<file path="src/rtl/m31dp_pkg.sv">
// Package for the Mersenne-31 streaming dot product.
// Holds the modulus and field widths shared by the reduction unit and the top level.
// No dependencies.
`timescale 1ns / 1ps

package m31dp_pkg;

  localparam int unsigned ElemWidth    = 32;
  localparam int unsigned ProdWidth    = 2 * ElemWidth;
  localparam int unsigned ResWidth     = 31;
  localparam int unsigned ResTdataBits = 32;

  localparam logic [ResWidth-1:0] ModulusP = {ResWidth{1'b1}};

endpackage

</file>
<file path="src/rtl/mod_mersenne31_dot_product.sv">
// Top level of the streaming inner product modulo 2^31-1.
// Depends on m31dp_pkg and m31dp_reduce.
`timescale 1ns / 1ps

// Takes one pair of 32-bit elements per cycle on the slave stream and gives the inner
// product modulo 2^31-1 (in 0..2^31-2) on the master stream after the pair marked by
// tlast. A pair passes an input register, a 32x32 multiplier stage and a folding
// reduction stage, then is added into the accumulator; the sum that takes in the last
// pair is registered in the output register. The accumulator's modular add is the only
// loop, so pairs may follow each other in every cycle. Intake pauses only while a
// result waits in the output register and the next last pair is ready to finish.
module mod_mersenne31_dot_product (
  input  logic        clk,
  input  logic        rst,
  input  logic        s_tvalid,
  output logic        s_tready,
  input  logic [63:0] s_tdata,   // [31:0] a_value, [63:32] b_value
  input  logic        s_tlast,   // last_element
  output logic        m_tvalid,
  input  logic        m_tready,
  output logic [m31dp_pkg::ResTdataBits-1:0] m_tdata    // [30:0] dot_residue, [31] zero
);

  logic                                   advance;
  logic                                   stall;

  logic                                   v1;
  logic [m31dp_pkg::ElemWidth-1:0]        a1;
  logic [m31dp_pkg::ElemWidth-1:0]        b1;
  logic                                   last1;

  logic                                   v2;
  logic [m31dp_pkg::ProdWidth-1:0]        prod2;
  logic                                   last2;

  logic                                   v3;
  logic [m31dp_pkg::ResWidth-1:0]         res3;
  logic                                   last3;

  logic [m31dp_pkg::ResWidth-1:0]         residue;
  logic [m31dp_pkg::ResWidth-1:0]         acc;
  logic [m31dp_pkg::ResWidth:0]           sum_raw;
  logic [m31dp_pkg::ResWidth:0]           sum_sub;
  logic [m31dp_pkg::ResWidth-1:0]         sum;
  logic                                   consume;

  logic                                   out_valid;
  logic [m31dp_pkg::ResWidth-1:0]         out_data;

  // hold the whole pipe only when a finishing pair meets a full output register that the sink does not take
  assign stall    = v3 && last3 && out_valid && !m_tready;
  assign advance  = !stall;
  assign s_tready = advance;
  assign consume  = v3 && advance;

  always_ff @(posedge clk) begin
    if (rst) begin
      v1 <= 1'b0;
      v2 <= 1'b0;
      v3 <= 1'b0;
    end else if (advance) begin
      v1 <= s_tvalid;
      v2 <= v1;
      v3 <= v2;
    end
  end

  always_ff @(posedge clk) begin
    if (advance) begin
      a1    <= s_tdata[m31dp_pkg::ElemWidth-1:0];
      b1    <= s_tdata[2*m31dp_pkg::ElemWidth-1:m31dp_pkg::ElemWidth];
      last1 <= s_tlast;
      prod2 <= {{m31dp_pkg::ElemWidth{1'b0}}, a1} * {{m31dp_pkg::ElemWidth{1'b0}}, b1};
      last2 <= last1;
      res3  <= residue;
      last3 <= last2;
    end
  end

  m31dp_reduce u_reduce (
    .prod    (prod2),
    .residue (residue)
  );

  assign sum_raw = {1'b0, acc} + {1'b0, res3};
  assign sum_sub = sum_raw - {1'b0, m31dp_pkg::ModulusP};

  always_comb begin
    if (sum_raw >= {1'b0, m31dp_pkg::ModulusP}) begin
      sum = sum_sub[m31dp_pkg::ResWidth-1:0];
    end else begin
      sum = sum_raw[m31dp_pkg::ResWidth-1:0];
    end
  end

  always_ff @(posedge clk) begin
    if (rst) begin
      acc       <= '0;
      out_valid <= 1'b0;
    end else begin
      if (consume && last3) begin
        acc       <= '0;
        out_valid <= 1'b1;
      end else begin
        if (consume) begin
          acc <= sum;
        end
        if (m_tready) begin
          out_valid <= 1'b0;
        end
      end
    end
  end

  always_ff @(posedge clk) begin
    if (consume && last3) begin
      out_data <= sum;
    end
  end

  assign m_tvalid = out_valid;
  assign m_tdata  = {{(m31dp_pkg::ResTdataBits-m31dp_pkg::ResWidth){1'b0}}, out_data};

  acc_reduced: assert property (@(posedge clk) disable iff (rst)
    acc != m31dp_pkg::ModulusP)
    else $error("accumulator left unreduced");

  out_reduced: assert property (@(posedge clk) disable iff (rst)
    out_valid |-> out_data != m31dp_pkg::ModulusP)
    else $error("result not reduced");

  acc_cleared: assert property (@(posedge clk) disable iff (rst)
    (consume && last3) |=> acc == '0)
    else $error("accumulator not cleared after last pair");

  no_intake_on_stall: assert property (@(posedge clk) disable iff (rst)
    stall |-> (!s_tready && out_valid))
    else $error("intake open while result blocked");

  result_follows_last: assert property (@(posedge clk) disable iff (rst)
    (consume && last3) |=> out_valid)
    else $error("last pair gave no result");

endmodule

</file>
<file path="src/rtl/m31dp_reduce.sv">
// Reduction of a 64-bit product modulo 2^31-1 by folding high bits onto low bits.
// Depends on m31dp_pkg.
`timescale 1ns / 1ps

module m31dp_reduce (
  input  logic [m31dp_pkg::ProdWidth-1:0] prod,
  output logic [m31dp_pkg::ResWidth-1:0]  residue
);

  logic [m31dp_pkg::ProdWidth-m31dp_pkg::ResWidth-1:0] hi;
  logic [m31dp_pkg::ResWidth-1:0]                      lo;
  logic [m31dp_pkg::ResWidth+2:0]                      fold1;
  logic [m31dp_pkg::ResWidth:0]                        fold2;
  logic [m31dp_pkg::ResWidth:0]                        fold2_sub;

  assign hi    = prod[m31dp_pkg::ProdWidth-1:m31dp_pkg::ResWidth];
  assign lo    = prod[m31dp_pkg::ResWidth-1:0];
  // fold once: hi + lo stays below 2^34
  assign fold1 = {1'b0, hi} + {3'b000, lo};
  // fold again: at most P + 7
  assign fold2 = {1'b0, fold1[m31dp_pkg::ResWidth-1:0]}
               + {{(m31dp_pkg::ResWidth-2){1'b0}}, fold1[m31dp_pkg::ResWidth+2:m31dp_pkg::ResWidth]};
  assign fold2_sub = fold2 - {1'b0, m31dp_pkg::ModulusP};

  always_comb begin
    if (fold2 >= {1'b0, m31dp_pkg::ModulusP}) begin
      residue = fold2_sub[m31dp_pkg::ResWidth-1:0];
    end else begin
      residue = fold2[m31dp_pkg::ResWidth-1:0];
    end
  end

endmodule

</file>
<file path="config.mk">
export PLATFORM = sky130hd
export DESIGN_NAME = mod_mersenne31_dot_product
export DESIGN_NICKNAME = d
export VERILOG_FILES = /design/src/rtl/m31dp_pkg.sv /design/src/rtl/mod_mersenne31_dot_product.sv /design/src/rtl/m31dp_reduce.sv
export SDC_FILE = /design/constraint.sdc
export NUM_CORES = 2
export LEC_CHECK = 0
export ABC_AREA = 0
export BUFFER_PORTS_ARGS = -buffer_cell sky130_fd_sc_hd__buf_4
export CORE_MARGIN = 2
export CORE_UTILIZATION = 45
export DETAILED_ROUTE_END_ITERATION = 16
export PLACE_DENSITY_LB_ADDON = 0.25
export SLEW_MARGIN = 0
export SYNTH_ARGS = -nofsm -noshare
export SYNTH_HDL_FRONTEND = slang
export SYNTH_SLANG_ARGS = --single-unit
</file>
<file path="constraint.sdc">
create_clock -name clk -period 18.5 [get_ports clk]
set_input_delay 1.85 -clock clk [delete_from_list [all_inputs] [get_ports clk]]
set_output_delay 1.85 -clock clk [all_outputs]
set_load 0.05 [all_outputs]
</file>
Yosys cells after proc, flatten, opt, wreduce, memory -nomap -nowiden --
Index checks and enable logic that the tools add are counted. Widths: inputs -> output; s select.
Storage, ports and cells: word-level logic and storage cells 34, output and inout bits 34, register bits 228
Cells by class: multiply operators 1, order comparisons 2, $add $sub $neg 5, multiplexer cells 4, reduce and logical (&&, ||, !) cells 9
Operators with widths (number):
- $ge 32x31->1 const B | 2
- $mul 32x32->64 | 1
- $mux 31 | 2
- $sub 31x31->31 const B | 2
- $add 33x31->34 | 1
- $add 31x3->32 | 1
- $add 31x31->32 | 1
- $logic_and 1x1->1 | 5
- $logic_not 1->1 | 2
- $mux 1 | 2
- $reduce_bool 2->1 | 1
- $reduce_or 2->1 | 1

Depth between registers and ports, before layout --
word-level depth 7, mapped depth 32

By module --
From an unflattened synthesis, not the netlist that was laid out.
Unflattened totals: cells, all modules 4899, area, all modules 46468.3 um2
By module, submodules not included:
- mod_mersenne31_dot_product | cells each 4349, sequential area each 6496.2 um2, area each 42707.2 um2, times used 1
- m31dp_reduce | cells each 550, sequential area each 0.0 um2, area each 3761.1 um2, times used 1

Worst setup path after synthesis --
No wires, ideal clock.
path kind input-to-reg, start point input m_tready, end point register acc[5] (netlist bit), data arrival time 8649 ps, stages on the path 7, buffers on the path 2, setup time 71 ps, setup slack 9780 ps, cells stage by stage nor2b_1 nand3_1 nand2_1 clkbuf_1 clkbuf_1 nand2_1 a21oi_1
On the way: word-level cells in the longest chain between the ends 6
RTL lines:
- start: declaration | RTL line mod_mersenne31_dot_product.sv:20 | input logic m_tready,
- $logic_not 1->1 * | RTL line mod_mersenne31_dot_product.sv:51 | assign stall = v3 && last3 && out_valid && !m_tready;
- $logic_and 1x1->1 * | RTL line mod_mersenne31_dot_product.sv:51
- $logic_not 1->1 * | RTL line mod_mersenne31_dot_product.sv:52 | assign advance = !stall;
- via s_tready | RTL line mod_mersenne31_dot_product.sv:16 | output logic s_tready,
- $logic_and 1x1->1 * | RTL line mod_mersenne31_dot_product.sv:54 | assign consume = v3 && advance;
- $logic_and 1x1->1 | RTL line mod_mersenne31_dot_product.sv:101 | if (consume && last3) begin
- $reduce_or 2->1 (no source line)
- end signal: assignment | RTL line mod_mersenne31_dot_product.sv:106 | acc <= sum;
- end: declaration | RTL line mod_mersenne31_dot_product.sv:41 | logic [m31dp_pkg::ResWidth-1:0] acc;
The timed path passes the listed nets; every way through them passes the cells marked *. A chain may end at the register's enable or synchronous reset.

Worst setup path in the final report --
start point register b1[3] (netlist bit), end point register prod2[62] (netlist bit) (data pin)
On the way: word-level cells in the longest chain between the ends 1
RTL lines:
- start: declaration | RTL line mod_mersenne31_dot_product.sv:29 | logic [m31dp_pkg::ElemWidth-1:0] b1;
- start signal: assignment | RTL line mod_mersenne31_dot_product.sv:71 | b1 <= s_tdata[2*m31dp_pkg::ElemWidth-1:m31dp_pkg::ElemWidth];
- $mul 32x32->64 | RTL line mod_mersenne31_dot_product.sv:73 | prod2 <= {{m31dp_pkg::ElemWidth{1'b0}}, a1} * {{m31dp_pkg::ElemWidth{1'b0}}, b1};
- end signal: assignment | RTL line mod_mersenne31_dot_product.sv:73
- end: declaration | RTL line mod_mersenne31_dot_product.sv:33 | logic [m31dp_pkg::ProdWidth-1:0] prod2;
No other way between the ends.

==> qor.yml <==
worstSetupStartpointType: "flop"
start_util_pct: 45.4
wl_per_cell_um: 19.3
layout_common_cells: "fa_1, inv_1, nand2_1"
hold_buffers: 0
clock.fmax_ghz: 0.110
r2r_setup_slack_ns: 9.43
cpPeakStageDelay_ns: 1.07
grt_pass1_wl_um: 197000
worstMarginPinSlew_ns: 1.14
syn_area_per_cell_um2: 9.47
core_area_um2: 102000
die_w_um: 324
critical_path_required_ns: 18.84
syn2layout_area_growth_pct: 6.68
worstSetupPathType: "flop to flop"
crit_fanout: 32
period_share_pct: 49.0
fin_crit_ns: 9.07
cts_tree: "done"
pin_count: 103
final_area_um2: 49300
path_buf_inv: 2
critical-path-slowest-cell: "edfxtp_1"
routed_wl_um: 120000
io_buffer_count: 101
drtIter0Drc: 2060
finalSetupTns_ns: 0
yosysWarnings: 0
status: "complete, no violations"
cts-resized-gates: 0
synth_nets: 6176
finalHoldViolCount: 0
clkTransAtPathRegs_ns: 0.07
worst_clock_skew_ns: 0.0434
vias: 33600
grt_overflow: 0
max_cap_viol_count: 0
ys_ff_latch: 228
postPlaceCellArea_um2: 48200
drive_above_1_share_pct: 5.33
grt_max_degree: 123
arrival_ns: 9.41
path_cells: "and2_1 > fa_1 > inv_1 > fa_1 > fa_1 > fa_1 > inv_1 > ha_1 > ha_1 > fa_1 > fa_1 > ha_1 > nand3_1 > nor4_1 > nor2_1 > a311oi_1 > a31oi_1 > o21ai_0 > a41oi_1 > o31ai_1 > or2_2 > o21ai_0 > a311o_1"
postRouteAntennaNets: 0
wl_met3_um: 6010
synth.area.top_cells: "fa_1, edfxtp_1, ha_1, and2_1, inv_1"
antenna_found_initial: 0
grt_pass1_vias: 35500
fp.dieArea_um2: 105000
routabilityCongestion: 0.898
post-place-ws_ns: 9.46
ff2ff_path_depth: 23
critPathTopFamily: "adder cells"
cp-startpoint: "b1[3]"
root_buffer: "clkbuf_16"
reg2reg_from: "b1[3]"
grt_usage_pct: 23.5
num_rows: 117
r2r-end: "prod2[62]"
cp-end-kind: "flop"
vias_per_cell: 5.39
setup_viol: 0
routed-wl-met2_um: 58400
async_reset_ff_share_pct: 0
yosysSeqAreaShare_pct: 14.1
dp_hpwl_um: 94500
die_h_um: 324
hold_end: "last3"
post_cts_buffers: 0
final_core_util_pct: 48.4
slew-limit-headroom_pct: 24.2
min_path_type: "flop to flop"
insertedDiodeCount: 0
holdPathStages: 0
cts.sinks: 228
drc_errors: 0
rsz0062_at_grt: "false"
cts_buffers: 34
timing.final.ws_setup_ns: 9.43
layout_commonest_cell: "fa_1"
wl_met1_um: 52800
drtPass1Iterations: 5
htree_levels: 2
synth_cell_types: 100
clkLatencyLatePin_ns: 0.62
nets: 6128
highest_layer: "met4"
syn_area_um2: 46200
slew_violations: 0
crit_path_frequent_cell: "fa_1"
synth_edf_count: 193
ys.flop_type: "edfxtp_1"
yosys.area.top_type_share_pct: 39.0
cts.path.max_buffers: 3
synth_cells: 4878
holdCritStartpoint: "last2"
synth_top_cell_by_area: "fa_1"
-- worst reg2reg max path, cell delays in order, from the launching register on --
cell	delay [ns]
edfxtp_1	1.07
and2_1	0.27
fa_1	0.42
inv_1	0.08
fa_1	0.43
fa_1	0.48
fa_1	0.54
inv_1	0.04
ha_1	0.26
ha_1	0.30
fa_1	0.51
fa_1	0.43
ha_1	0.38
nand3_1	0.14
nor4_1	0.24
nor2_1	0.11
a311oi_1	0.82
a31oi_1	0.38
o21ai_0	0.44
a41oi_1	0.26
o31ai_1	0.53
or2_2	0.24
o21ai_0	0.12
a311o_1	0.29
-- cell families after synthesis --
group,share of synthesized area (%)
buffers and inverters,9.30
multiplexers,0.181
AND/OR/NAND/NOR,18.0
adder cells (fa/ha/maj),47.9
AO/OA/AOI/OAI,7.68
other,0.00812
flip-flops,14.1
XOR/XNOR,2.84
-- how the worst max path moves through the flow --
stage | endpoint | slack [ns] | cells after the start
floorplan | acc[5] | 9.78 | 7
global route | prod2[60] | 8.84 | 26
finish | prod2[62] | 9.43 | 23
global placement | prod2[60] | 9.58 | 26
detailed placement | prod2[60] | 9.46 | 26
CTS | prod2[60] | 9.42 | 26
-- state kept, by name (all words and copies together) (netlist names), 31 cells and up --
signal and count:
a1 32, acc 31, b1 32, out_data 31, prod2 64, res3 31
-- metrics by stage --
stage | hold slack (ns) | std cells
after global routing | 0.441 | 6224
after floorplan | 0.400 | 4878
after detailed placement | 0.411 | 6162
after global placement | 0.410 | 6162
final | 0.430 | 6224
after CTS | 0.438 | 6224
-- routing by layer --
layer	track usage, %	vias up
li1	-	15100
met1	32.4	17400
met2	39.8	876
met3	2.71	172
met4	5.53	0
met5	0	-
-- synthesized netlist by cell type (all sizes together), types with 6 or more instances --
| cell | n |
|---|---|
| a2111oi | 7 |
| a211o | 8 |
| a211oi | 22 |
| a21boi | 7 |
| a21o | 82 |
| a21oi | 126 |
| a22o | 7 |
| a31oi | 20 |
| and2 | 578 |
| and3 | 21 |
| and4 | 14 |
| buf | 24 |
| clkbuf | 225 |
| dfxtp | 35 |
| edfxtp | 193 |
| fa | 899 |
| ha | 330 |
| inv | 877 |
| nand2 | 589 |
| nand2b | 23 |
| nand3 | 55 |
| nand4 | 41 |
| nor2 | 158 |
| nor2b | 17 |
| nor3 | 42 |
| nor4 | 18 |
| o2111ai | 8 |
| o211a | 13 |
| o211ai | 17 |
| o21a | 21 |
| o21ai | 83 |
| o21bai | 18 |
| o311ai | 6 |
| o31a | 6 |
| o31ai | 15 |
| or2 | 12 |
| or3 | 14 |
| or4 | 6 |
| xnor2 | 98 |
| xor2 | 52 |
-- layout make-up --
type | instances | area [um2]
flip-flops and latches | 228 | 6500
inverters | 877 | 3290
clock buffers | 42 | 891
repair buffers | 165 | 1250
well taps | 1368 | 1710
clock inverters | 20 | 223
fillers | 9638 | 52400
multi-input cells | 3524 | 35400
Power is left out: the tool's default activity adds up to more than one toggle a clock period on the data nets, which glitch-free logic cannot reach.
